<file path="src/rtl/tdbs_div.sv">
// Radix-2 restoring divider, signed numerator, unsigned divisor, one bit a cycle.
// Quotient truncates toward zero. Depends on nothing outside this file.
module tdbs_div #(
   parameter int NW = 27,
   parameter int DW = 19
) (
   input  logic                 clock,
   input  logic                 reset,
   input  logic                 start,
   input  logic signed [NW-1:0] num,
   input  logic [DW-1:0]        den,
   output logic                 done,
   output logic signed [NW-1:0] quo
);
   localparam int CW = $clog2(NW + 1);

   logic [NW-1:0] mag_ff;
   logic [DW-1:0] rem_ff;
   logic [DW-1:0] den_ff;
   logic [CW-1:0] cnt_ff;
   logic          neg_ff;
   logic          run_ff;
   logic          done_ff;
   logic [DW:0]   trial;
   logic [DW:0]   diff;
   logic          ge;

   assign trial = {rem_ff, mag_ff[NW-1]};
   assign diff  = trial - {1'b0, den_ff};
   assign ge    = (trial >= {1'b0, den_ff});

   always_ff @(posedge clock) begin
      if (reset) begin
         run_ff  <= 1'b0;
         done_ff <= 1'b0;
      end else begin
         done_ff <= 1'b0;
         if (start) begin
            mag_ff <= num[NW-1] ? NW'(-num) : NW'(num);
            neg_ff <= num[NW-1];
            rem_ff <= '0;
            den_ff <= den;
            cnt_ff <= CW'(NW);
            run_ff <= 1'b1;
         end else if (run_ff) begin
            // quotient bits shift in behind the numerator bits
            mag_ff <= {mag_ff[NW-2:0], ge};
            rem_ff <= ge ? diff[DW-1:0] : trial[DW-1:0];
            cnt_ff <= cnt_ff - 1'b1;
            if (cnt_ff == CW'(1)) begin
               run_ff  <= 1'b0;
               done_ff <= 1'b1;
            end
         end
      end
   end

   assign done = done_ff;
   assign quo  = neg_ff ? -$signed(mag_ff) : $signed(mag_ff);

endmodule

</file>
<file path="config.mk">
export PLATFORM = sky130hd
export DESIGN_NAME = tdbs_div
export DESIGN_NICKNAME = d
export VERILOG_FILES = /design/src/rtl/tdbs_div.sv
export SDC_FILE = /design/constraint.sdc
export NUM_CORES = 1
export LEC_CHECK = 0
export ABC_AREA = 1
export BUFFER_PORTS_ARGS = -buffer_cell sky130_fd_sc_hd__buf_2
export CAP_MARGIN = 30
export CORE_AREA = 10 10 149 82
export CTS_CLUSTER_SIZE = 25
export DETAILED_ROUTE_END_ITERATION = 6
export DIE_AREA = 0 0 159 92
export PLACE_DENSITY_LB_ADDON = 0.05
export SYNTH_ARGS = -nofsm -noshare
export SYNTH_HDL_FRONTEND = slang
export SYNTH_SLANG_ARGS = --single-unit
</file>
<file path="constraint.sdc">
create_clock -name clock -period 9.6 [get_ports clock]
set_input_delay 1.92 -clock clock [delete_from_list [all_inputs] [get_ports clock]]
set_output_delay 1.92 -clock clock [all_outputs]
set_load 0.005 [all_outputs]
</file>
After elaboration in Yosys (flattened, before gate mapping):

Index checks and enable logic that the tools add are counted.

* flip-flop bits (word level): 73
* latch bits: 0
* RAM bits: 0
* memory bits (read-only): 0
* bits of input ports: 49
* output and inout bits: 28
* word-level logic and storage cells: 30
* memories: 0

* $add $sub $neg: 4
* $mul: 0
* divide/modulo/power cells: 0
* magnitude comparators: 1
* eq/ne operators: 1
* shift operators: 0
* multiplexer cells: 11
* bitwise gates (word level): 2
* reductions and logical operators: 4

Operators by type and width (number)
* 27-bit two-way mux: 4
* 27-bit negation: 2
* 19-bit two-way mux: 2
* 20-bit by 19-bit >= comparator with 1-bit output: 1
* 19-bit subtractor: 1
* 5-bit by 1-bit == test with 1-bit output, second input constant: 1
* 5-bit two-way mux: 1
* 5-bit by 1-bit subtractor with 5-bit output, second input constant: 1
* 1-bit two-way mux: 4
* 2-bit AND reduction: 2
* 3-bit OR reduction: 1
* 1-bit NOT: 2
* 2-bit nonzero test: 1

Longest topological paths before layout:

* depth after elaboration: 4
* depth in mapped cells: 15
* gate-level depth less buffers: 15

Worst setup path before layout:

OpenSTA, ideal clock, no wires.

* kind: input port to flip-flop
* start: input port start
* end: register run_ff
* library setup time: 71 ps
* data arrival time: 4950 ps
* data required time: 9529 ps
* setup slack: 4579 ps
* cell stages on the path: 4
* path buffers: 0
* cell sequence: inv_1 > a21oi_1 > o21ai_0 > inv_1

* word-level cells in the longest chain between the ends: 1

Ends and longest elaborated chain
* start, declared: RTL line 9 `input logic start,`
* 1-bit two-way mux: RTL line 38 `if (start) begin`
* end signal, assigned: RTL line 34 `run_ff <= 1'b0;`
* end signal, assigned: RTL line 44 `run_ff <= 1'b1;`
* end signal, assigned: RTL line 51 `run_ff <= 1'b0;`
* end, declared: RTL line 22 `logic run_ff;`

Every way passes these cells.
A chain may end at the register's enable or synchronous reset.

Worst setup path after layout:

* start: register mag_ff[0]
* end: output port quo[18]

* word-level cells in the longest chain between the ends: 2

Ends and longest elaborated chain
* start, declared: RTL line 17 `logic [NW-1:0] mag_ff;`
* start signal, assigned: RTL line 39 `mag_ff <= num[NW-1] ? NW'(-num) : NW'(num);`
* start signal, assigned: RTL line 47 `mag_ff <= {mag_ff[NW-2:0], ge};`
* 27-bit negation: RTL line 59 `assign quo = neg_ff ? -$signed(mag_ff) : $signed(mag_ff);`
* 27-bit two-way mux: RTL line 59
* end, declared: RTL line 13 `output logic signed [NW-1:0] quo`

Every way passes these cells.

==> reports/results.ini <==
[critical_path]
rr_startpoint=mag_ff[26]$_DFFE_PP_
r2r_end=rem_ff[4]$_SDFFCE_PP0P_
crit_type=reg2out
crit_path_end_kind=primary output
reg2regPathDepth=13
crit_required_ns=7.68
cp_max_fo=5
arrival_ns=2.40
r2r_slack_ns=6.78
start_kind=register

[die]
die_area_um2=14600
std_cell_rows=26
die_width_um=159
die_h_um=92
io_pins=77
core_area_um2=9790
start_util_pct=58.2

[clocking]
clkSinkCount=73
ctsRootBufferMaster=clkbuf_16
cts_max_path_buffers=2
cts_setup_buffers=0
h-tree-depth=3
cts.reportedPaths.clkPinSlew_ns=0.06
cts-hold-fix-buffers=0
cts_tree=built
cts_resized=0
cts-buffers-inserted=9
clk_latency_ns=0.34

[yosys]
synthCells=792
synth_compound_area_share_pct=8.46
yosysSeqAreaShare_pct=38.1
synth_warnings=0
muxShareOfSynthArea_pct=0
syn-num-nets=865
yosysUniqueCellTypes=41
syn_area_um2=5700
synth_xor_area_share_pct=6.76
synth_top_family_by_area=simple AND/OR/NAND/NOR gates
synthAdderAreaFrac_pct=5.40
avgSynthCellArea_um2=7.19
synthSimpleGateAreaFrac_pct=31.8
ys_ff_latch=73

[global_route]
grt-ovfl-total=0
antenna_found_initial=0
grt_start_max_net_pins=49
grt_use_total_pct=22.9
grt_pass1_wl_um=26900
grt_pass1_vias=5067

[timing]
fin_ws_ns=5.28
slew_headroom_pct=44.3
min_period_ns=4.32
hold_viol_final=0
worstMarginPinSlew_ns=0.836
setup-tns-final_ns=0
finalMaxSlewViolations=0
rsz0062_at_grt=no
finalSetupViolations=0
fin_crit_sh_pct=45.0
skew_ns=0.0143
max_freq_mhz=232

[routing]
drtIter0Drc=751
antenna_left=0
wl_per_cell_um=16.9
drc=0
dr_total_vias=5595
drt_pass1_iterations=6
routed_wl_um=17100
routed_via_density=5.55

[min_path]
hold-path-cell-count=2
min_path_type=reg2reg
holdPathEnd=done$_SDFF_PP0_
hp-start=run_ff$_SDFF_PP0_

[place]
hpwlAfterDp_um=13300
io_buffers=76
place_ws_ns=5.50
gp_congestion=1.00

[pwr]
peakVddDrop_mv=0.101
powerDensity_nw_per_um2=161
leakage_nw=3.13

[layout]
diodes=0
area_growth_pct=14.5
drive_gt1_share_pct=13.2
final_nets=937
fin_util_pct=66.6

[run]
max_cap_violations=0

[status]
outcome=complete, no violations

final cells by class:
class                           instances  area [um2]
Fill cell                             828        3270
Multi-Input combinational cell        582        3000
Sequential cell                        73        2170
Inverter                              119         447
Timing Repair Buffer                   79         410
Clock buffer                           10         229
Tap cell                              140         175
Clock inverter                          6        91.3
flip-flops by register name, summed over array words and instances (netlist names):
name,cells
mag_ff,27
den_ff,19
neg_ff,1
run_ff,1
cnt_ff,5
done,1
rem_ff,19
worst max path at each step:
stage,endpoint,from,slack [ns],cells past startpoint
after floorplan,run_ff$_SDFF_PP0_,start,4.58,4
after global placement,run_ff$_SDFF_PP0_,start,5.40,6
after detailed placement,rem_ff[12]$_SDFFCE_PP0P_,start,5.50,5
after CTS,quo[18],mag_ff[0]$_DFFE_PP_,5.30,10
after global routing,quo[18],mag_ff[0]$_DFFE_PP_,5.09,10
final,quo[18],mag_ff[0]$_DFFE_PP_,5.28,10
through the flow:
step	power [W]	std cells	hold slack (ns)	area, um2
final	0.00105	1009	0.525	6530
after global routing	0.00110	1009	0.549	6530
after CTS	0.00105	1009	0.528	6530
after detailed placement	0.000683	993	0.515	6200
after global placement	0.000676	992	0.503	6190
after floorplan	0.000595	792	0.421	5700
kinds of logic after synthesis:
kind of cell	count (synthesis)
AO/OA/AOI/OAI	90
XOR/XNOR	44
adder cells (fa/ha/maj)	24
buffers and inverters	137
flip-flops	73
AND/OR/NAND/NOR	424
Yosys cell counts:
cell	number	area share, %
a21oi_1	20	1.8
a21oi_2	2	0.31
a31oi_1	2	0.22
and2_1	1	0.11
buf_1	1	0.066
buf_2	4	0.35
buf_4	1	0.13
buf_6	2	0.40
clkbuf_1	10	0.66
clkinv_1	1	0.066
dfxtp_1	2	0.70
edfxtp_1	71	37
fa_1	1	0.35
ha_1	23	5.1
inv_1	116	7.6
inv_2	2	0.13
nand2_1	212	14
nand2_2	4	0.44
nand2_4	1	0.20
nand2_8	1	0.35
nand3_1	57	5.0
nand3_2	2	0.35
nand3b_1	9	1.2
nand4_1	8	0.88
nor2_1	113	7.4
nor2_2	1	0.11
nor2_4	2	0.40
nor3_1	7	0.61
nor3_2	1	0.18
nor3b_1	1	0.13
nor4_1	1	0.11
o211ai_1	1	0.13
o21a_1	2	0.26
o21ai_0	44	3.9
o21ai_1	13	1.1
o21bai_1	2	0.26
o22ai_1	1	0.11
o31ai_1	3	0.40
or2_2	3	0.33
xnor2_1	8	1.2
xor2_1	36	5.5
power breakdown:
part	switching [W]	internal (W)	total, W
registers	0.0000217	0.000383	0.000405
clock network	0.000135	0.000229	0.000364
logic	0.000186	0.0000972	0.000283
total	0.000343	0.000710	0.00105
metal layers:
layer	wire length, um	track usage [%]
met3	2240	7.49
met5	0	0
met4	168	4.45
met2	6310	29.7
met1	8360	35.4
cell usage in the layout, fill, tap and decap left out, types with 3 or more instances in the layout:
cell	synthesis	routed
buf_2	4	76
nand2_1	212	212
nand3_1	57	57
o31ai_1	3	3
inv_1	116	116
clkbuf_16	0	9
o21ai_0	44	44
xor2_1	36	36
or2_2	3	3
edfxtp_1	71	71
nor3_1	7	7
ha_1	23	23
xnor2_1	8	8
nor2_1	113	112
o21ai_1	13	13
nand2_2	4	4
a21oi_1	20	19
nand4_1	8	8
nand3b_1	9	9
critical path, cell delays in order (launching register included):
cell      delay (ns)
edfxtp_1        0.46
inv_1           0.16
ha_1            0.22
nand3_2         0.11
nor2_1          0.27
nand2_1         0.16
inv_1           0.09
nand3_1         0.09
o21ai_1         0.19
xor2_1          0.17
buf_2           0.13
No activity file was read; power rests on OpenSTA's default activity.
