--- src/rtl/tdbs_pkg.sv ---
// Shared types and constants for the triangle depth bucket sorter.
// Used by the vertex lane, merge stage and the top level.
package tdbs_pkg;

   localparam int MAX_TRIANGLES_DEF = 512;
   localparam int BUCKET_COUNT_DEF  = 256;

   // datapath widths
   localparam int CRD_W  = 16;  // screen coordinate / box
   localparam int ZW     = 19;  // view depth
   localparam int XW     = 19;  // rotated x
   localparam int YW     = 17;  // offset y
   localparam int PNW    = 27;  // projection numerator (coord * 256)
   localparam int SUM_W  = 18;  // depth sum of a kept triangle

   // mean = floor(sum / 3) for sum < 2**19
   localparam logic [17:0] MEAN_RECIP = 18'd174763;
   localparam int          MEAN_SHIFT = 19;

   localparam logic signed [ZW-1:0] Z_CLAMP = 19'sd128;

   typedef enum logic [2:0] {
      CFG_SIN  = 3'd0,
      CFG_COS  = 3'd1,
      CFG_NEAR = 3'd2,
      CFG_FAR  = 3'd3,
      CFG_FYO  = 3'd4,
      CFG_VZO  = 3'd5,
      CFG_CX   = 3'd6,
      CFG_CY   = 3'd7
   } cfg_idx_type;

   typedef struct packed {
      logic                    done;
      logic signed [ZW-1:0]    z;
      logic signed [CRD_W-1:0] px;
      logic signed [CRD_W-1:0] py;
   } lane_stat_type;

   typedef struct packed {
      logic signed [CRD_W-1:0] min_x;
      logic signed [CRD_W-1:0] max_x;
      logic signed [CRD_W-1:0] min_y;
      logic signed [CRD_W-1:0] max_y;
   } box_type;

endpackage

--- src/rtl/tdbs_div.sv ---
// Radix-2 restoring divider, signed numerator, unsigned divisor, one bit a cycle.
// Quotient truncates toward zero. Depends on nothing outside this file.
module tdbs_div #(
   parameter int NW = 27,
   parameter int DW = 19
) (
   input  logic                 clock,
   input  logic                 reset,
   input  logic                 start,
   input  logic signed [NW-1:0] num,
   input  logic [DW-1:0]        den,
   output logic                 done,
   output logic signed [NW-1:0] quo
);
   localparam int CW = $clog2(NW + 1);

   logic [NW-1:0] mag_ff;
   logic [DW-1:0] rem_ff;
   logic [DW-1:0] den_ff;
   logic [CW-1:0] cnt_ff;
   logic          neg_ff;
   logic          run_ff;
   logic          done_ff;
   logic [DW:0]   trial;
   logic [DW:0]   diff;
   logic          ge;

   assign trial = {rem_ff, mag_ff[NW-1]};
   assign diff  = trial - {1'b0, den_ff};
   assign ge    = (trial >= {1'b0, den_ff});

   always_ff @(posedge clock) begin
      if (reset) begin
         run_ff  <= 1'b0;
         done_ff <= 1'b0;
      end else begin
         done_ff <= 1'b0;
         if (start) begin
            mag_ff <= num[NW-1] ? NW'(-num) : NW'(num);
            neg_ff <= num[NW-1];
            rem_ff <= '0;
            den_ff <= den;
            cnt_ff <= CW'(NW);
            run_ff <= 1'b1;
         end else if (run_ff) begin
            // quotient bits shift in behind the numerator bits
            mag_ff <= {mag_ff[NW-2:0], ge};
            rem_ff <= ge ? diff[DW-1:0] : trial[DW-1:0];
            cnt_ff <= cnt_ff - 1'b1;
            if (cnt_ff == CW'(1)) begin
               run_ff  <= 1'b0;
               done_ff <= 1'b1;
            end
         end
      end
   end

   assign done = done_ff;
   assign quo  = neg_ff ? -$signed(mag_ff) : $signed(mag_ff);

endmodule

--- src/rtl/tdbs_lane.sv ---
// One vertex lane: yaw rotation, offsets and perspective projection.
// Depends on tdbs_pkg and tdbs_div.
module tdbs_lane (
   input  logic                  clock,
   input  logic                  reset,
   input  logic                  start,
   input  logic signed [15:0]    vx,
   input  logic signed [15:0]    vy,
   input  logic signed [15:0]    vz,
   input  logic signed [17:0]    sin_val,
   input  logic signed [17:0]    cos_val,
   input  logic signed [15:0]    fyo,
   input  logic signed [15:0]    vzo,
   input  logic [9:0]            cx,
   input  logic [9:0]            cy,
   output tdbs_pkg::lane_stat_type stat
);
   import tdbs_pkg::*;

   logic signed [33:0]    p0_ff, p1_ff, p2_ff, p3_ff;
   logic                  ph1_ff, ph2_ff, done_ff;
   logic signed [XW-1:0]  x_ff;
   logic signed [YW-1:0]  y_ff;
   logic signed [ZW-1:0]  z_ff;
   logic signed [CRD_W-1:0] px_ff, py_ff;
   logic signed [34:0]    sx, sz;
   logic signed [ZW-1:0]  zr;
   logic signed [PNW-1:0] nx, ny;
   logic [ZW-1:0]         zc;
   logic signed [PNW-1:0] qx, qy;
   logic                  dx_done, dy_done;

   // arithmetic shift of the 16.16 sums is a floor
   assign sx = {p0_ff[33], p0_ff} + {p1_ff[33], p1_ff};
   assign sz = {p3_ff[33], p3_ff} - {p2_ff[33], p2_ff};
   assign zr = sz[34:16] + {{3{vzo[15]}}, vzo};

   assign nx = {x_ff, 8'b0};
   assign ny = {{2{y_ff[YW-1]}}, y_ff, 8'b0};
   assign zc = (z_ff < Z_CLAMP) ? ZW'(Z_CLAMP) : ZW'(z_ff);

   always_ff @(posedge clock) begin
      if (reset) begin
         ph1_ff  <= 1'b0;
         ph2_ff  <= 1'b0;
         done_ff <= 1'b0;
      end else begin
         ph1_ff <= start;
         ph2_ff <= ph1_ff;
         if (start) begin
            done_ff <= 1'b0;
         end else if (dx_done) begin
            done_ff <= 1'b1;
         end
      end
   end

   always_ff @(posedge clock) begin
      if (start) begin
         p0_ff <= vx * cos_val;
         p1_ff <= vz * sin_val;
         p2_ff <= vx * sin_val;
         p3_ff <= vz * cos_val;
      end
      if (ph1_ff) begin
         x_ff <= sx[34:16];
         z_ff <= zr;
         y_ff <= {vy[15], vy} - {fyo[15], fyo};
      end
      if (dx_done) begin
         px_ff <= $signed(CRD_W'({6'b0, cx}) + qx[CRD_W-1:0]);
         py_ff <= $signed(CRD_W'({6'b0, cy}) - qy[CRD_W-1:0]);
      end
   end

   tdbs_div #(.NW(PNW), .DW(ZW)) u_div_x (
      .clock (clock), .reset (reset), .start (ph2_ff),
      .num   (nx), .den (zc), .done (dx_done), .quo (qx)
   );

   tdbs_div #(.NW(PNW), .DW(ZW)) u_div_y (
      .clock (clock), .reset (reset), .start (ph2_ff),
      .num   (ny), .den (zc), .done (dy_done), .quo (qy)
   );

   always_comb begin
      stat.done = done_ff & ~(dy_done & ~dx_done);
      stat.z    = z_ff;
      stat.px   = px_ff;
      stat.py   = py_ff;
   end

endmodule

--- config.mk ---
export PLATFORM = sky130hd
export DESIGN_NAME = tdbs_lane
export DESIGN_NICKNAME = d
export VERILOG_FILES = /design/src/rtl/tdbs_pkg.sv /design/src/rtl/tdbs_div.sv /design/src/rtl/tdbs_lane.sv
export SDC_FILE = /design/constraint.sdc
export NUM_CORES = 2
export LEC_CHECK = 0
export ABC_AREA = 1
export CORE_ASPECT_RATIO = 0.5
export CORE_UTILIZATION = 35
export DETAILED_ROUTE_END_ITERATION = 6
export DONT_BUFFER_PORTS = 1
export PLACE_DENSITY_LB_ADDON = 0.15
export SETUP_SLACK_MARGIN = 0.05
export SYNTH_ARGS = -nofsm -noshare
export SYNTH_HDL_FRONTEND = slang
export SYNTH_SLANG_ARGS = --single-unit
--- constraint.sdc ---
create_clock -name clock -period 5.4 [get_ports clock]
set_input_delay 0 -clock clock [delete_from_list [all_inputs] [get_ports clock]]
set_output_delay 0 -clock clock [all_outputs]
set_load 0.01 [all_outputs]
After elaboration in Yosys (flattened, before gate mapping)
Cells that the tools add are included.
{"block": "word_totals", "ff_bits": 353, "latch_bits": 0, "ramBits": 0, "romBits": 0, "input_bits": 139, "output_inout_bits": 52, "elab_cells": 85, "n_memories": 0}
{"block": "op_classes", "add_sub_neg": 14, "n_mul": 4, "n_div": 0, "order_cmp": 3, "eq_ne": 2, "shift": 0, "mux": 22, "bitwise": 7, "reduce_logical": 8}
{"cell": "27-bit two-way mux", "count": 6}
{"cell": "16-bit by 18-bit multiplier with 34-bit output", "count": 4}
{"cell": "19-bit two-way mux", "count": 4}
{"cell": "20-bit by 19-bit greater-or-equal comparator with 1-bit output", "count": 2}
{"cell": "19-bit subtractor", "count": 2}
{"cell": "34-bit by 34-bit adder with 35-bit output", "count": 1}
{"cell": "34-bit by 34-bit subtractor with 35-bit output", "count": 1}
{"cell": "16-bit two-way mux", "count": 2}
{"cell": "16-bit negation", "count": 2}
{"cell": "25-bit negation with 27-bit output", "count": 1}
{"cell": "27-bit negation", "count": 1}
{"cell": "19-bit adder", "count": 1}
{"cell": "19-bit by 9-bit < comparator with 1-bit output, second input constant", "count": 1}
{"cell": "16-bit by 16-bit subtractor with 17-bit output", "count": 1}
{"cell": "10-bit by 16-bit adder with 16-bit output", "count": 1}
{"cell": "10-bit by 16-bit subtractor with 16-bit output", "count": 1}
{"cell": "5-bit by 1-bit == test with 1-bit output, second input constant", "count": 2}
{"cell": "5-bit two-way mux", "count": 2}
{"cell": "5-bit by 1-bit subtractor with 5-bit output, second input constant", "count": 2}
{"cell": "1-bit two-way mux", "count": 8}
{"cell": "2-bit AND reduction", "count": 3}
{"cell": "3-bit OR reduction", "count": 2}
{"cell": "1-bit inverter", "count": 5}
{"cell": "2-bit nonzero test", "count": 2}
{"cell": "2 further kinds", "count": 3}

Longest topological paths before layout
{"block": "logic_depth", "word_depth": 4, "mapped_depth": 28, "depth_no_buf": 26}

Cells and area by module
Synthesis repeated with hierarchy kept, for this count alone.
{"block": "hier_totals", "cells_unflattened": 8773, "hier_area_um2": 70224.9}
{"mod": "tdbs_lane", "n_inst": 1, "cells_each": 7183, "area_per_inst_um2": 58859.0, "seq_area_each_um2": 6756.5}
{"mod": "tdbs_div", "n_inst": 2, "cells_each": 795, "area_per_inst_um2": 5683.0, "seq_area_each_um2": 2172.1}

Worst setup path after synthesis
Ideal clock, no wire load.
{"block": "synth_path", "kind": "in2reg", "startpoint": "input port vx[3]", "endpoint": "register p0_ff[33], data pin", "setup_ns": 0.258, "arrival_time_ns": 5.230, "t_required_ns": 5.142, "path_slack_ns": -0.087, "cell_stages": 20, "path_buffers": 2, "path_cell_list": "clkbuf_1 clkbuf_1 nand2_1 inv_1 fa_1 fa_1 fa_1 fa_1 inv_1 fa_1 inv_1 fa_1 ha_1 inv_1 nor3_1 nand2_1 or2_2 and2_1 nand2_1 xnor2_1"}
{"block": "synth_between", "elab_chain_cells": 1}
{"item": "start, declared", "line": "tdbs_lane.sv:7", "text": "input logic signed [15:0] vx,"}
{"item": "16-bit by 18-bit multiplier with 34-bit output", "line": "tdbs_lane.sv:60", "text": "p0_ff <= vx * cos_val;"}
{"item": "end signal, assigned", "line": "tdbs_lane.sv:60"}
{"item": "end, declared", "line": "tdbs_lane.sv:20", "text": "logic signed [33:0] p0_ff, p1_ff, p2_ff, p3_ff;"}
Every way passes these cells.
A chain may end at the register's enable or synchronous reset.

Final worst setup path
{"block": "layout_path", "startpoint": "input port sin_val[17]", "endpoint": "register p2_ff[28], data pin"}
{"block": "layout_between", "elab_chain_cells": 1}
{"item": "start, declared", "line": "tdbs_lane.sv:10", "text": "input logic signed [17:0] sin_val,"}
{"item": "16-bit by 18-bit multiplier with 34-bit output", "line": "tdbs_lane.sv:62", "text": "p2_ff <= vx * sin_val;"}
{"item": "end signal, assigned", "line": "tdbs_lane.sv:62"}
{"item": "end, declared", "line": "tdbs_lane.sv:20"}
Every way passes these cells.

==> summary.md <==
| Metric | Value |
|---|---|
| Status | `complete, no violations` |
| Share of cells above drive strength 1 | `3.10%` |
| CP arrival | `5.30 ns` |
| Clock latency at the later pin of the worst-skew pair | `0.66 ns` |
| CTS tree | `yes` |
| Final ANT Viol Nets | `0` |
| CTS Root Cell | `clkbuf_16` |
| Fillcell total | `~20000` |
| Routed via count | `51300` |
| Slew Limit Headroom | `between 30 and 40%` |
| Clock tree buffer depth | `3` |
| Largest net degree at the start of global routing | `139` |
| Finished Layout Cells | `10800` |
| Final worst path period share | `between 90% and 100%` |
| Core Region | `0.190 mm2` |
| Resize count post-CTS | `0` |
| Reg2reg path depth | `20` |
| Chip Height | `311 um` |
| Initial antenna violation count | `7` |
| Routability cong. | `0.913` |
| FF-to-FF End | `z_ff[14]` |
| Die Wd | `between 600 and 700 um` |
| Vias in the first global route | `around 53000` |
| Min-delay src | `vx[0]` |
| WL/cell | `18.6 um` |
| Ports | `191` |
| Area delta synth->final | `9.24%` |
| Initial core utilization | `35.2%` |
| Required @ worst endpoint | `between 5 and 6 ns` |
| Clock Skews | `around 0.035 ns` |
| Num rows | `113` |
| Syn nets | `10000` |
| Startpoint Class | `input port` |
| First-pass DRT Iterations | `5` |
| H-tree depth | `2` |
| Via density per instance | `4.74` |
| Multi-input logic area | `0.0470 mm2` |
| Drt drc | `0` |
| Placed Cells | `approximately 11000` |
| Setup crit end kind | `flip-flop` |
| Register Area | `0.0105 mm2` |
| Crit Path Class | `input port to flip-flop` |
| Iter 0 DRT Violations | `approximately 3400` |
| Total of max-cap violations | `0` |
| Nets@finish | `just over 10000` |
| Hold worst-path end | `p2_ff[3]` |
| GRT Resource Usage Total | `21.3%` |
| Synth cell types | `53` |
| Hold Path Cell Cnt | `6` |
| Pins Over Slew Limit | `0` |
| Grt ovf | `0` |
| Slew @ Worst Pin | `0.979 ns` |
| CTS clk-pin slew, worst paths | `0.06 ns` |
| Post-DP HPWL | `156 mm` |
| DRT Wirelength | `202 mm` |
| Fmax | `a little over 200 MHz` |
| # setup viols final | `0` |
| Worst r2r src | `p2_ff[17]` |
| Fin util | `38.5%` |
| Crit path time final | `4.91 ns` |
| Die ar. | `0.193 mm2` |
| Hold Path Class | `input port to flip-flop` |
| Cell Area, Synth | `0.0670 mm2` |
| Synthesis-stage register bit count | `353` |
| Post-synthesis sequential area ratio | `15.7%` |
| Unrepaired setup endpoints after global routing | `false` |
| Yosys Warn Count | `0` |
| Synth Instances | `8226` |
| Hold slack | `0.0729 ns` |
| Clock sink count | `353` |
| CP max FO | `32` |
| Cts bufs inserted | `46` |
| First-pass GRT wire length | `~310 mm` |
| IO buf count | `0` |
| Avg Inst Size Synth | `approximately 8.1 um2` |
| R2r setup slk | `0.54 ns` |
| Hold Fails Final Rpt | `0` |
[cells in the mapped netlist, drive strengths merged]
| cell | count | share of area [%] |
|---|---|---|
| inv | 2241 | 13 |
| nand2 | 1879 | 11 |
| fa | 1166 | 35 |
| ha | 510 | 9.5 |
| nor2 | 454 | 2.6 |
| a21oi | 348 | 2.6 |
| edfxtp | 346 | 16 |
| o21ai | 266 | 2.0 |
| clkbuf | 247 | 1.4 |
| xor2 | 191 | 2.5 |
| nand3 | 163 | 1.2 |
| xnor2 | 106 | 1.4 |
| nor3 | 47 | 0.37 |
| a21o | 45 | 0.50 |
| nand4 | 43 | 0.41 |
| a31oi | 19 | 0.18 |
| o21bai | 19 | 0.21 |
| buf | 17 | 0.16 |
| nor4 | 17 | 0.17 |
| o31ai | 12 | 0.14 |
| o211ai | 10 | 0.11 |
| o21a | 10 | 0.11 |
| a21boi | 8 | 0.090 |
| nand3b | 8 | 0.090 |
| dfxtp | 7 | 0.21 |
| o221a | 7 | 0.12 |
| o221ai | 7 | 0.092 |
| or2 | 7 | 0.065 |
| a211oi | 5 | 0.056 |
| and2 | 4 | 0.037 |
| o2111ai | 4 | 0.052 |
| a31o | 3 | 0.039 |
| o41ai | 3 | 0.039 |
| and3 | 2 | 0.019 |
| clkinv | 2 | 0.011 |
| a22o | 1 | 0.013 |
| conb | 1 | 0.0056 |
| nor3b | 1 | 0.011 |
[area by class of cell]
class / instances / area share [%]
Sequential cell: 353 / 14.4
Multi-Input combinational cell: 5366 / 64.3
Inverter: 2243 / 11.5
Timing Repair Buffer: 255 / 3.10
Antenna cell: 2 / 0.00684
Clock buffer: 49 / 1.59
Tap cell: 2530 / 4.33
Clock inverter: 36 / 0.805
[worst max path at each step]
stage | slack, ns | depth (start not counted) | to | start
6_report | 0.49 | 20 | p2_ff[28] | sin_val[17]
5_1_grt | 0.21 | 22 | p2_ff[28] | sin_val[17]
4_1_cts | 0.58 | 22 | p2_ff[28] | sin_val[17]
3_5_place_dp | -0.13 | 20 | p2_ff[28] | sin_val[17]
3_3_place_gp | -0.1 | 20 | p2_ff[28] | sin_val[17]
2_1_floorplan | 0.05 | 20 | p0_ff[33] | vx[5]
[per-layer routing]
layer	vias up	GRT usage, %	part of all wire [%]
met5	-	0	0
met4	0	3.40	1.6
met3	168	3.36	6.5
met2	1137	34.1	45
met1	25500	30.7	47
li1	24500	-	-
[layout by cell type (no fill, tap or decap), types with 4 or more instances in the layout]
master and count:
bufinv_16 12, a211oi_1 5, o2111ai_1 4, nor2_1 449, clkinvlp_4 4, a21boi_0 5, clkbuf_16 46, clkinv_1 7
o21a_1 10, o211ai_1 10, o21bai_1 19, clkinv_2 5, nand2_1 1876, xor2_1 191, nor2_2 5, o221ai_1 7
fa_1 1163, nor4_1 16, dfxtp_1 5, a21oi_1 344, a21o_1 45, nand4_1 42, and2_1 4, edfxtp_1 346
ha_1 510, inv_1 2239, buf_4 129, or2_2 7, o21ai_2 6, o21ai_1 24, o21ai_0 236, nor3_1 45
xnor2_1 106, a31oi_1 19, o221a_2 7, nand3_1 162, nand3b_1 8, dlygate4sd3_1 123, o31ai_1 11
[logic make-up after synthesis]
kind of cell	Yosys count	share of synthesized area [%]
buffers and inverters	2507	14.1
adders and majority gates	1676	44.4
and+or+nand+nor	2625	15.5
other	1	0.00560
DFF	353	15.7
xor gates and xnor gates	297	3.88
AOI/OAI and AO/OA	767	6.39
[sequential cells by signal (all words and copies together), names as in the netlist, 5 cells and up]
| name | cells |
|---|---|
| y_ff | 17 |
| p1_ff | 34 |
| u_div_y.den_ff | 19 |
| u_div_y.rem_ff | 19 |
| p3_ff | 34 |
| z_ff | 19 |
| u_div_x.mag_ff | 27 |
| u_div_y.mag_ff | 27 |
| py_ff | 16 |
| u_div_y.cnt_ff | 5 |
| u_div_x.cnt_ff | 5 |
| u_div_x.rem_ff | 19 |
| px_ff | 16 |
| p2_ff | 34 |
| p0_ff | 34 |
| x_ff | 19 |
[stage by stage]
step / TNS [ns] / setup WS (ns) / instance area, um2
after floorplan: 0 / 0.0498 / 67000
after global placement: -0.198 / -0.0971 / 70200
after detailed placement: -0.250 / -0.132 / 70200
after CTS: 0 / 0.578 / 73200
after global routing: 0 / 0.207 / 73200
final: 0 / 0.489 / 73200
[worst max-delay path, stage by stage]
cell and delay, ns:
nand2_1 0.08, inv_1 0.09, fa_1 0.80, fa_1 0.51, fa_1 0.45, fa_1 0.50
fa_1 0.54, inv_1 0.05, fa_1 0.47, inv_1 0.04, ha_1 0.33, a21oi_1 0.23
o21ai_0 0.12, a21oi_1 0.32, nand3_1 0.24, nand2_1 0.14, nand2_1 0.08, nand2_1 0.09
a21o_1 0.11, nand2_1 0.10
[what timing repair did]
| action | CTS | global route |
|---|---|---|
| hold buffers | 124 | 0 |
| setup endpoints to repair | 0 | 0 |
| setup buffers | 0 | 0 |
| endpoints found under the hold margin | 341 | 0 |
Power is not shown: default switching activity piles up to over one toggle a cycle in this logic, so the estimate is an artifact.
