==> config.mk <==
export PLATFORM = sky130hd
export DESIGN_NAME = tdbs_merge
export DESIGN_NICKNAME = d
export VERILOG_FILES = /design/src/rtl/tdbs_pkg.sv /design/src/rtl/tdbs_merge.sv
export SDC_FILE = /design/constraint.sdc
export NUM_CORES = 1
export LEC_CHECK = 0
export BUFFER_PORTS_ARGS = -buffer_cell sky130_fd_sc_hd__buf_2
export CAP_MARGIN = 20
export CORE_MARGIN = 3
export CORE_UTILIZATION = 40
export DETAILED_ROUTE_END_ITERATION = 8
export PLACE_DENSITY = 0.69
export SETUP_SLACK_MARGIN = 0.2
export SYNTH_ARGS = -nofsm -noshare
export SYNTH_HDL_FRONTEND = slang
export SYNTH_SLANG_ARGS = --single-unit
export TNS_END_PERCENT = 10
==> constraint.sdc <==
create_clock -name vclk -period 12.7
set_input_delay 1.905 -clock vclk [all_inputs]
set_output_delay 1.905 -clock vclk [all_outputs]
set_load 0.005 [all_outputs]
==> src/rtl/tdbs_pkg.sv <==
// Shared types and constants for the triangle depth bucket sorter.
// Used by the vertex lane, merge stage and the top level.
package tdbs_pkg;

   localparam int MAX_TRIANGLES_DEF = 512;
   localparam int BUCKET_COUNT_DEF  = 256;

   // datapath widths
   localparam int CRD_W  = 16;  // screen coordinate / box
   localparam int ZW     = 19;  // view depth
   localparam int XW     = 19;  // rotated x
   localparam int YW     = 17;  // offset y
   localparam int PNW    = 27;  // projection numerator (coord * 256)
   localparam int SUM_W  = 18;  // depth sum of a kept triangle

   // mean = floor(sum / 3) for sum < 2**19
   localparam logic [17:0] MEAN_RECIP = 18'd174763;
   localparam int          MEAN_SHIFT = 19;

   localparam logic signed [ZW-1:0] Z_CLAMP = 19'sd128;

   typedef enum logic [2:0] {
      CFG_SIN  = 3'd0,
      CFG_COS  = 3'd1,
      CFG_NEAR = 3'd2,
      CFG_FAR  = 3'd3,
      CFG_FYO  = 3'd4,
      CFG_VZO  = 3'd5,
      CFG_CX   = 3'd6,
      CFG_CY   = 3'd7
   } cfg_idx_type;

   typedef struct packed {
      logic                    done;
      logic signed [ZW-1:0]    z;
      logic signed [CRD_W-1:0] px;
      logic signed [CRD_W-1:0] py;
   } lane_stat_type;

   typedef struct packed {
      logic signed [CRD_W-1:0] min_x;
      logic signed [CRD_W-1:0] max_x;
      logic signed [CRD_W-1:0] min_y;
      logic signed [CRD_W-1:0] max_y;
   } box_type;

endpackage

==> src/rtl/tdbs_merge.sv <==
// Merge stage: depth window test, depth sum and bounding box widening
// over the three vertex lanes. Depends on tdbs_pkg.
module tdbs_merge (
   input  tdbs_pkg::lane_stat_type lanes [3],
   input  tdbs_pkg::box_type       box_in,
   input  logic [14:0]             near_lim,
   input  logic [15:0]             far_lim,
   output logic                    reject,
   output logic [17:0]             sum,
   output tdbs_pkg::box_type       box_out
);
   import tdbs_pkg::*;

   logic signed [ZW-1:0] mn, mx;
   logic signed [ZW+1:0] acc;

   always_comb begin
      mn      = lanes[0].z;
      mx      = lanes[0].z;
      acc     = '0;
      box_out = box_in;
      for (int k = 0; k < 3; k++) begin
         if (lanes[k].z < mn) mn = lanes[k].z;
         if (lanes[k].z > mx) mx = lanes[k].z;
         acc = acc + {{2{lanes[k].z[ZW-1]}}, lanes[k].z};
         if (lanes[k].px < box_out.min_x) box_out.min_x = lanes[k].px;
         if (lanes[k].px > box_out.max_x) box_out.max_x = lanes[k].px;
         if (lanes[k].py < box_out.min_y) box_out.min_y = lanes[k].py;
         if (lanes[k].py > box_out.max_y) box_out.max_y = lanes[k].py;
      end
      reject = (mn < $signed({4'b0, near_lim})) || (mx > $signed({3'b0, far_lim}));
      sum    = acc[17:0];
   end

endmodule

* Word-level counts from Yosys, hierarchy flattened
Cells that the tools add are included. W data, S select, Z words.
Word-level totals: flip-flop bits (word level) 0, bits in latches 0, RAM bits 0, memory bits (read-only) 0, input port bits 251, output and inout bits 83, word-level logic and storage cells 37, memories 0
Cells by class: $add $sub $neg 2, multipliers 0, divide/modulo/power cells 0, $lt $le $gt $ge 18, equality and inequality tests 0, shifts and indexed selects 0, mux-type cells 16, bitwise operators 0, reduce and logical (&&, ||, !) cells 1
Operators by type and width (number):
- $mux W16 | 12
- $gt A16 B16 Y1 | 6
- $lt A16 B16 Y1 | 6
- $mux W19 | 4
- $gt A19 B19 Y1 | 2
- $lt A19 B19 Y1 | 2
- $add A18 B18 Y18 | 2
- $gt A19 B17 Y1 | 1
- $lt A19 B16 Y1 | 1
- $logic_or A1 B1 Y1 | 1

* Logic depth before layout (Yosys ltp)
Gate-level depths: netlist of run 1.
depth after elaboration 6, mapped depth 38, gate-level depth less buffers 35

* Worst setup path after synthesis of run 1
OpenSTA, ideal clock, no wires.
path kind input to output, start in box_in[1] (netlist name), end out box_out[15] (netlist name), arrival time 8.741 ns, required time 10.795 ns, setup slack 2.054 ns, stages 37, buffers on the path 3, path through inv_1 ha_1 nor2b_1 o21a_1 o21a_1 o21a_1 o21a_1 o21ai_0 and3_1 a21o_1 buf_1 mux2_2 inv_1 ha_1 nor2b_1 o21a_1 o21a_1 o21a_1 o21a_1 o21a_1 o211ai_1 a21oi_1 a41oi_1 buf_2 mux2i_1 ha_1 nor2b_1 o21a_1 o21a_1 o21a_1 o21a_1 o21a_1 o21a_1 o21ai_0 a31oi_1 clkbuf_1 o21ai_0
RTL lines:
- start: declaration | RTL line tdbs_merge.sv:5 | input tdbs_pkg::box_type box_in,
- end: declaration | RTL line tdbs_merge.sv:10 | output tdbs_pkg::box_type box_out

==> impl_summary.txt, run 1 <==
----------------------------------------------------
[Hold path]
  Type of the tightest min-delay check ... input port to output pin
  Worst hold path stage count ... 3
  Worst Min Path Start ... lanes[0]
  Capture endpoint of the worst hold path ... box_out[0]

[STA]
  Worst Tran Pin Value ... 1.01 ns
  Count of final setup violators ... 0
  Fmax ... roughly 0.088 GHz
  Number of pins exceeding their max-slew limit in the final report ... 0
  Setup repair after global routing missed its margin ... false
  Final TNS setup ... 0 ns
  Rel. slew slack ... 0.328
  Shortest clock period the worst path allows after layout ... 11.37 ns
  Number of hold violations in the final report ... 0
  Share of the clock period used by the worst path after layout ... 0.895

[Pwr]
  Sequential cell fraction of total power ... 0
  Relative contribution of combinational cells to total power ... 1.000
  Final Total Pwr ... 1.02 mW
  Share of total power in the clock network ... 0
  Leakage power total ... 7.43 nW
  Net switching component of the power ... 0.545 mW
  Total power per unit cell area ... 79.2 nW/µm²
  VDD IR-drop max ... between 0.00007 and 0.00008 V
  Switching Share ... 0.533
  Internal Power ... 0.477 mW

[Final layout]
  Fraction of final layout cells sized beyond drive strength 1 ... 0.252
  Total number of sequential cells ... 0
  # fillers ... ~2,700
  Area overhead of the layout relative to synthesis ... 19.2%
  Sequential cell area in the final layout ... 0 µm²
  Post-layout net count ... 2,272
  Core utilization of the finished layout ... 0.490
  Number of clock buffers in the layout ... 0

[Outcome]
  Status ... finished, final reports clean

[Setup path]
  Highest fanout seen on the critical path ... 17
  Worst EP arrival ... 9.46 ns
  Most Frequent Cell on Critical Path ... sky130_fd_sc_hd__o21a_1
  Sort of element at the start of the critical path ... input port
  Worst setup EP type ... output pin
  Biggest cell delay along the critical path ... between 0.5 and 0.6 ns
  Classification of the worst setup path ... input port to output pin
  Slowest cell on crit path ... sky130_fd_sc_hd__a21o_1
  Crit path required time ... 10.80 ns

[Clock network]
  Post-cts hold buffer count ... 0
  Resize count post-CTS ... 0
  Post-CTS setup buffer count ... 0

[Synth]
  Most common cell in the synthesized netlist ... sky130_fd_sc_hd__ha_1
  Cell taking the most area after synthesis ... sky130_fd_sc_hd__ha_1
  Share of the yosys chip area belonging to registers ... 0
  Syn_area_per_cell ... around 7.7 µm²
  Yosys warns ... 0
  Cell Area, Synth ... 10,800 µm²
  Syn_nets ... just under 2,000
  Dominant cells by area after synthesis ... sky130_fd_sc_hd__ha_1 33%, sky130_fd_sc_hd__mux2i_1 12%, sky130_fd_sc_hd__inv_1 8.0%
  Post-synth top area share ... 0.333
  Top post-synthesis cells by count ... 288 x sky130_fd_sc_hd__ha_1, 231 x sky130_fd_sc_hd__inv_1, 131 x sky130_fd_sc_hd__mux2i_1, 105 x sky130_fd_sc_hd__a21oi_1, 85 x sky130_fd_sc_hd__o21ai_0
  Synthesized netlist cell count ... around 1,400
  Library cells used by synthesis ... 64

[Floorplanning]
  Die area ... 29,100 µm²
  Area of the core region ... ~26,000 µm²
  Starting density of the core ... 0.411
  Die Ht ... 171 µm
  Ports placed on the boundary ... approximately 330
  Site row count ... 59
  Die width ... 171 µm

[Detailed routing]
  Met2 Wirelength ... 17,200 µm
  TritonRoute pass-1 iters ... 5
  Top Layer Used ... met5
  Total routed wire length on the met1 layer ... 16,000 µm
  Routed wirelength normalized by instance count ... between 15 and 20 µm
  Final WL ... 35,500 µm
  Number of violations reported at the end of detailed-routing iteration 0 ... ~510
  Via density ... ~5.5
  Via count ... 11,291
  ANT nets after route ... 0
  Wire length on met3 ... 1670 µm
  # DRC ... 0

[GRT]
  Global-route wire length before repair ... around 55,000 µm
  Antenna violations before repair ... 19
  Aggregate global-route resource usage ... 0.229
  Total global routing overflow ... 0
  Vias in the first global route ... about 11,000
  Maximum number of pins on one net before global-route repair ... 35

[Job]
  Total of max-cap violations ... 0

[Placement]
  Port-buffer cells ... 331
  GPL Wtd Cong ... approximately 0.95
  Total half-perimeter wirelength after legalization and detailed placement ... 32,100 µm

----------------------------------------------------
==> worst max-delay path by stage <==
stage,start,to,slack (ns)
finish,lanes[113],box_out[6],1.33
global route,lanes[135],box_out[48],0.80
CTS,lanes[113],box_out[0],1.36
detailed placement,lanes[113],box_out[0],1.37
global placement,lanes[135],box_out[48],1.48
floorplan,box_in[1],box_out[15],2.05
==> stage by stage <==
| stage | cell area (µm²) | worst slack (ns) | hold slack [ns] | cells |
|---|---|---|---|---|
| after floorplan | 10800 | 2.05 | 3.91 | 1402 |
| after global placement | 12900 | 1.48 | 4.14 | 2047 |
| after detailed placement | 12900 | 1.37 | 4.13 | 2047 |
| after CTS | 12900 | 1.36 | 4.13 | 2047 |
| after global routing | 12900 | 0.796 | 4.15 | 2062 |
| final | 12900 | 1.33 | 4.14 | 2062 |
==> layer usage <==
layer,vias up,track usage
met1,5248,0.308
met4,12,0.0413
met5,-,0
met2,303,0.407
li1,5692,-
met3,36,0.0141
==> kinds of logic after synthesis <==
| kind of cell | count (synthesis) | share of synthesized area |
|---|---|---|
| AO/OA/AOI/OAI | 340 | 0.200 |
| adder cells (fa/ha/maj) | 306 | 0.366 |
| AND/OR/NAND/NOR | 278 | 0.131 |
| buffers and inverters | 261 | 0.0931 |
| multiplexers | 199 | 0.195 |
| XOR/XNOR | 18 | 0.0146 |
==> area by class of cell <==
| cell class | instances | area [µm²] | area share |
|---|---|---|---|
| timing repair buffer | 341 | 1740 | 0.134 |
| antenna | 14 | 35.0 | 0.00271 |
| multi-input combinational | 1141 | 9850 | 0.763 |
| tap | 335 | 419 | 0.0325 |
| inverter | 231 | 867 | 0.0672 |
==> power groups by stage <==
| stage | registers [mW] | logic, mW | clock network (mW) |
|---|---|---|---|
| floorplan | 0 | 0.684 | 0 |
| global placement | 0 | 0.991 | 0 |
| detailed placement | 0 | 1.01 | 0 |
| CTS | 0 | 1.02 | 0 |
| global route | 0 | 1.15 | 0.000000148 |
| finish | 0 | 1.02 | 0.000000148 |
==> placed cells by master, fill, tap and decap left out, types with 5 or more instances in the layout <==
cell and n:
sky130_fd_sc_hd__mux2i_1 131, sky130_fd_sc_hd__nor4_1 5, sky130_fd_sc_hd__and4_1 5, sky130_fd_sc_hd__a211oi_1 6, sky130_fd_sc_hd__o2111ai_1 6, sky130_fd_sc_hd__nor2b_1 26, sky130_fd_sc_hd__mux2_4 10, sky130_fd_sc_hd__mux2_2 58
sky130_fd_sc_hd__nand3_1 22, sky130_fd_sc_hd__diode_2 14, sky130_fd_sc_hd__nand4_1 42, sky130_fd_sc_hd__nor2_1 60, sky130_fd_sc_hd__o211ai_1 5, sky130_fd_sc_hd__a21o_1 57, sky130_fd_sc_hd__a31o_2 5, sky130_fd_sc_hd__inv_1 231
sky130_fd_sc_hd__a21oi_1 104, sky130_fd_sc_hd__o21a_1 25, sky130_fd_sc_hd__xor2_1 6, sky130_fd_sc_hd__buf_4 9, sky130_fd_sc_hd__nand2b_1 20, sky130_fd_sc_hd__buf_2 331, sky130_fd_sc_hd__ha_1 288, sky130_fd_sc_hd__fa_1 18
sky130_fd_sc_hd__xnor2_1 12, sky130_fd_sc_hd__nor3_1 12, sky130_fd_sc_hd__nand2_1 64, sky130_fd_sc_hd__o21ai_0 85, sky130_fd_sc_hd__a2111oi_0 5
==> critical path: cells and delay by family <==
family | cells | cell delay, ns
and+or+nand+nor | 4 | 0.55
buffers and inverters | 4 | 0.62
AOI/OAI and AO/OA | 23 | 4.73
muxes | 2 | 0.79
adders and majority gates | 3 | 0.83
Note: power is estimated with default switching activity, not from simulation.
==> inputs of run 2 (changes only) <==
- BUFFER_PORTS_ARGS: -buffer_cell sky130_fd_sc_hd__buf_2 -> -buffer_cell sky130_fd_sc_hd__buf_4
==> run 2 against run 1 <==
  * Sequential share of layout area unchanged
  * Critical endpoint is now box_out[48]
  * Core utilization increased by 3.0 points
  * Maximum frequency increased by 1.1%
  * First-iteration DRC count increased by 10%
  * Sequential cell count unchanged
  * Largest power group unchanged
  * Power increased by 7.5%
  * Non-clock buffer count unchanged
==> impl_summary.txt, run 2 (synthesis results as in run 1) <==
----------------------------------------------------
[Final layout]
  Number of clock buffers in the layout ... 0 (unchanged)
  Fraction of final layout cells sized beyond drive strength 1 ... 0.252 (unchanged)
  Leading cell types in the layout, fill and taps excluded ... 340 x sky130_fd_sc_hd__buf_4, 288 x sky130_fd_sc_hd__ha_1, 231 x sky130_fd_sc_hd__inv_1 (was 331 x sky130_fd_sc_hd__buf_2, 288 x sky130_fd_sc_hd__ha_1, 231 x sky130_fd_sc_hd__inv_1)
  Core utilization of the finished layout ... 0.520 (was 0.490)
  Post-layout net count ... 2,272 (unchanged)
  Area used by multi-input combinational logic ... 9850 µm² (unchanged)
  Sequential cell area in the final layout ... 0 µm² (unchanged)
  # fillers ... 2,606 (was 2,718)
  Area overhead of the layout relative to synthesis ... 26.6% (was 19.2%)
  Total number of sequential cells ... 0 (unchanged)
  Most common library cell in the layout ignoring fill and taps ... sky130_fd_sc_hd__buf_4 (was sky130_fd_sc_hd__buf_2)

[Floorplanning]
  Ports placed on the boundary ... 334 (unchanged)
  Die area ... 29,100 µm² (unchanged)
  Die width ... 171 µm (unchanged)
  Die Ht ... 171 µm (unchanged)
  Area of the core region ... 26,400 µm² (unchanged)
  Starting density of the core ... 0.411 (unchanged)
  Site row count ... 59 (unchanged)

[STA]
  Fmax ... 0.0890 GHz (was 0.0880 GHz)
  Setup repair after global routing missed its margin ... false (unchanged)
  Final TNS setup ... 0 ns (unchanged)
  Rel. slew slack ... 0.354 (was 0.328)
  Worst Tran Pin Value ... 0.969 ns (was 1.01 ns)
  Post-route worst setup slack ... 1.46 ns (was 1.33 ns)
  Number of hold violations in the final report ... 0 (unchanged)
  Shortest clock period the worst path allows after layout ... 11.24 ns (was 11.37 ns)
  Number of pins exceeding their max-slew limit in the final report ... 0 (unchanged)
  Worst slack on hold paths ... 4.14 ns (about the same)
  Share of the clock period used by the worst path after layout ... 0.885 (was 0.895)
  Count of final setup violators ... 0 (unchanged)

[Pwr]
  Leakage power total ... 7.72 nW (was 7.43 nW)
  VDD IR-drop max ... 0.0000711 V (was 0.0000774 V)
  Total power per unit cell area ... 80.2 nW/µm² (was 79.2 nW/µm²)
  Final Total Pwr ... 1.10 mW (was 1.02 mW)

[Clock network]
  Post-cts hold buffer count ... 0 (unchanged)
  Post-CTS setup buffer count ... 0 (unchanged)
  Resize count post-CTS ... 0 (unchanged)

[Placement]
  Port-buffer cells ... 331 (unchanged)
  Pre-CTS setup slack ... 1.47 ns (was 1.37 ns)
  Total half-perimeter wirelength after legalization and detailed placement ... 32,500 µm (was 32,100 µm)
  GPL Wtd Cong ... 0.946 (about the same)

[Detailed routing]
  Final WL ... 35,700 µm (was 35,500 µm)
  ANT nets after route ... 0 (unchanged)
  TritonRoute pass-1 iters ... 4 (was 5)
  # DRC ... 0 (unchanged)
  Via density ... 5.45 (was 5.48)
  Routed wirelength normalized by instance count ... 17.4 µm (was 17.2 µm)
  Number of violations reported at the end of detailed-routing iteration 0 ... 562 (was 511)
  Via count ... 11,175 (was 11,291)

[Hold path]
  Capture endpoint of the worst hold path ... box_out[14] (was box_out[0])
  Worst Min Path Start ... lanes[14] (was lanes[0])
  Type of the tightest min-delay check ... input port to output pin (unchanged)
  Worst hold path stage count ... 4 (was 3)

[Setup path]
  Biggest cell delay along the critical path ... 0.56 ns (about the same)
  Classification of the worst setup path ... input port to output pin (unchanged)
  Worst setup EP type ... output pin (unchanged)
  Slowest cell on crit path ... sky130_fd_sc_hd__mux2_2 (was sky130_fd_sc_hd__a21o_1)
  Sort of element at the start of the critical path ... input port (unchanged)
  Crit path required time ... 10.80 ns (about the same)
  Worst EP arrival ... 9.33 ns (was 9.46 ns)
  Highest fanout seen on the critical path ... 16 (was 17)

[GRT]
  Vias in the first global route ... 11,181 (was 10,925)
  Maximum number of pins on one net before global-route repair ... 35 (unchanged)
  Aggregate global-route resource usage ... 0.234 (was 0.229)
  Antenna violations before repair ... 1 (was 19)
  Global-route wire length before repair ... 56,100 µm (was 55,100 µm)
  Total global routing overflow ... 0 (unchanged)

[Outcome]
  Status ... finished, final reports clean (unchanged)

[Job]
  Total of max-cap violations ... 0 (unchanged)

----------------------------------------------------
run 2: cell count changes in the layout (fill, tap and decap cells not counted):
cell                      change
sky130_fd_sc_hd__diode_2     -13
sky130_fd_sc_hd__buf_2      -331
sky130_fd_sc_hd__buf_4      +331
run 2: how the worst max path moves through the flow:
| stage | startpoint | to |
|---|---|---|
| 2_1_floorplan | box_in[1] | box_out[15] |
| 5_1_grt | lanes[121] | box_out[35] |
| 3_3_place_gp | lanes[135] | box_out[49] |
| 3_5_place_dp | lanes[135] | box_out[48] |
| 6_report | lanes[135] | box_out[48] |
| 4_1_cts | lanes[135] | box_out[48] |
run 2: power breakdown:
part           leakage [nW]  switching, mW  internal [mW]
Sequential                0              0              0
Clock            0.00000634              0   0.0000000105
Combinational          7.72          0.549          0.550
Total                  7.72          0.549          0.550
run 2: area by class of cell:
class / count / area share
Inverter: 231 / 0.0633
Timing Repair Buffer: 341 / 0.187
Antenna cell: 1 / 0.000183
Tap cell: 335 / 0.0306
Multi-Input combinational cell: 1141 / 0.719
run 2: metal layers:
metal,part of all wire,GRT usage,up-vias,wire length (µm)
met1,0.46,0.314,5136,16400
met3,0.045,0.0201,44,1590
li1,-,-,5699,-
met4,0.025,0.0490,0,911
met5,0,0,-,0
met2,0.47,0.410,296,16800
run 2: per-stage QoR:
stage / area, µm² / cells
2_1_floorplan: 10800 / 1402
3_3_place_gp: 13700 / 2047
3_5_place_dp: 13700 / 2047
4_1_cts: 13700 / 2047
5_1_grt: 13700 / 2049
6_report: 13700 / 2049
run 2: worst max-delay path, delay by kind of cell:
kind	cells	cell delay, ns
AO/OA/AOI/OAI	13	3.52
multiplexers	4	1.71
adder cells (fa/ha/maj)	3	0.98
buffers and inverters	4	0.68
AND/OR/NAND/NOR	5	0.53
==> inputs of run 3 (changes only) <==
- REMOVE_ABC_BUFFERS: unset -> 1
==> run 3 against run 2 <==
  * Cell area about the same
  * Via count down 0.75%
  * First-iteration DRC count rose by 1.4%
  * Largest power group unchanged
==> impl_summary.txt, run 3 (synthesis results as in run 1) <==
----------------------------------------------------
[Final layout]
  Post-layout net count ... 2,273 (was 2,272)
  Leading cell types in the layout, fill and taps excluded ... 341 x sky130_fd_sc_hd__buf_4, 288 x sky130_fd_sc_hd__ha_1, 231 x sky130_fd_sc_hd__inv_1 (was 340 x sky130_fd_sc_hd__buf_4, 288 x sky130_fd_sc_hd__ha_1, 231 x sky130_fd_sc_hd__inv_1)
  Number of clock buffers in the layout ... 0 (unchanged)
  Area overhead of the layout relative to synthesis ... 26.6% (about the same)
  Diode insertion count for antenna repair ... 0 (was 1)
  Sequential cell area in the final layout ... 0 µm² (unchanged)
  Core utilization of the finished layout ... 0.520 (about the same)
  Total number of sequential cells ... 0 (unchanged)
  Fraction of final layout cells sized beyond drive strength 1 ... 0.253 (was 0.252)
  Most common library cell in the layout ignoring fill and taps ... sky130_fd_sc_hd__buf_4 (unchanged)
  # fillers ... 2,560 (was 2,606)

[Detailed routing]
  Final WL ... 34,800 µm (was 35,700 µm)
  Via density ... 5.41 (was 5.45)
  Via count ... 11,091 (was 11,175)
  Number of violations reported at the end of detailed-routing iteration 0 ... 570 (was 562)
  TritonRoute pass-1 iters ... 5 (was 4)
  Routed wirelength normalized by instance count ... 17.0 µm (was 17.4 µm)
  ANT nets after route ... 0 (unchanged)
  # DRC ... 0 (unchanged)

[Setup path]
  Crit path required time ... 10.80 ns (about the same)
  Worst setup EP type ... output pin (unchanged)
  Biggest cell delay along the critical path ... 0.54 ns (was 0.56 ns)
  Highest fanout seen on the critical path ... 16 (unchanged)
  Worst EP arrival ... 9.38 ns (was 9.33 ns)
  Slowest cell on crit path ... sky130_fd_sc_hd__nand2_1 (was sky130_fd_sc_hd__mux2_2)
  Sort of element at the start of the critical path ... input port (unchanged)
  Classification of the worst setup path ... input port to output pin (unchanged)

[STA]
  Fmax ... 0.0886 GHz (was 0.0890 GHz)
  Count of final setup violators ... 0 (unchanged)
  Worst Tran Pin Value ... 0.907 ns (was 0.969 ns)
  Number of hold violations in the final report ... 0 (unchanged)
  Worst slack on hold paths ... 4.12 ns (was 4.14 ns)
  Final TNS setup ... 0 ns (unchanged)
  Setup repair after global routing missed its margin ... false (unchanged)
  Shortest clock period the worst path allows after layout ... 11.29 ns (was 11.24 ns)
  Share of the clock period used by the worst path after layout ... 0.889 (was 0.885)
  Rel. slew slack ... 0.394 (was 0.354)
  Number of pins exceeding their max-slew limit in the final report ... 0 (unchanged)

[Pwr]
  Leakage power total ... 7.72 nW (about the same)
  VDD IR-drop max ... 0.0000743 V (was 0.0000711 V)
  Total power per unit cell area ... 80.8 nW/µm² (was 80.2 nW/µm²)

[Placement]
  GPL Wtd Cong ... 0.906 (was 0.946)
  Port-buffer cells ... 331 (unchanged)
  Total half-perimeter wirelength after legalization and detailed placement ... 31,500 µm (was 32,500 µm)

[Outcome]
  Status ... finished, final reports clean (unchanged)

[GRT]
  Aggregate global-route resource usage ... 0.225 (was 0.234)
  Global-route wire length before repair ... 53,900 µm (was 56,100 µm)
  Maximum number of pins on one net before global-route repair ... 35 (unchanged)
  Antenna violations before repair ... 0 (was 1)
  Vias in the first global route ... 10,948 (was 11,181)
  Total global routing overflow ... 0 (unchanged)

[Hold path]
  Worst Min Path Start ... lanes[0] (was lanes[14])
  Capture endpoint of the worst hold path ... box_out[0] (was box_out[14])
  Worst hold path stage count ... 3 (was 4)
  Type of the tightest min-delay check ... input port to output pin (unchanged)

[Floorplanning]
  Die width ... 171 µm (unchanged)
  Ports placed on the boundary ... 334 (unchanged)
  Starting density of the core ... 0.411 (unchanged)
  Area of the core region ... 26,400 µm² (unchanged)
  Die area ... 29,100 µm² (unchanged)
  Site row count ... 59 (unchanged)
  Die Ht ... 171 µm (unchanged)

[Clock network]
  Post-CTS setup buffer count ... 0 (unchanged)
  Resize count post-CTS ... 0 (unchanged)
  Post-cts hold buffer count ... 0 (unchanged)

[Job]
  Total of max-cap violations ... 0 (unchanged)

----------------------------------------------------
-- run 3: per-layer routing --
metal  GRT usage  up-vias  part of all wire  routed length (µm)
li1            -     5698                 -                   -
met1       0.288     5049              0.44               15300
met2       0.391      296              0.46               16200
met3      0.0423       48             0.069                2420
met4      0.0504        0             0.027                 938
met5           0        -                 0                   0
-- run 3: layout make-up --
class                           count  area (µm²)  share of cell area
Multi-Input combinational cell   1141        9850               0.719
Tap cell                          335         419              0.0306
Inverter                          231         867              0.0633
Timing Repair Buffer              342        2570               0.188
-- run 3: report_power, final --
group          total [mW]  switching (mW)  internal (mW)
sequential              0               0              0
combinational        1.11           0.556          0.551
clock                   0               0              0
total                1.11           0.556          0.551
-- run 3: worst max path at each step --
stage	end	from	slack (ns)
detailed placement	box_out[32]	lanes[121]	1.51
global route	box_out[32]	lanes[121]	0.90
floorplan	box_out[0]	box_in[1]	1.24
global placement	box_out[0]	lanes[113]	1.64
finish	box_out[32]	lanes[121]	1.41
CTS	box_out[32]	lanes[121]	1.46
-- run 3: metrics by stage --
stage | instance area [µm²] | cells | setup slack [ns] | total power [mW]
2_1_floorplan | 10700 | 1372 | 1.24 | 0.672
3_3_place_gp | 13700 | 2048 | 1.64 | 1.08
3_5_place_dp | 13700 | 2048 | 1.51 | 1.10
4_1_cts | 13700 | 2048 | 1.46 | 1.11
5_1_grt | 13700 | 2049 | 0.905 | 1.23
6_report | 13700 | 2049 | 1.41 | 1.11
-- run 3: critical path: cells and delay by family --
kind	cells	cell delay (ns)
XOR/XNOR	1	0.15
AO/OA/AOI/OAI	19	3.75
buffers and inverters	4	0.64
multiplexers	3	1.16
AND/OR/NAND/NOR	4	0.88
adder cells (fa/ha/maj)	3	0.90
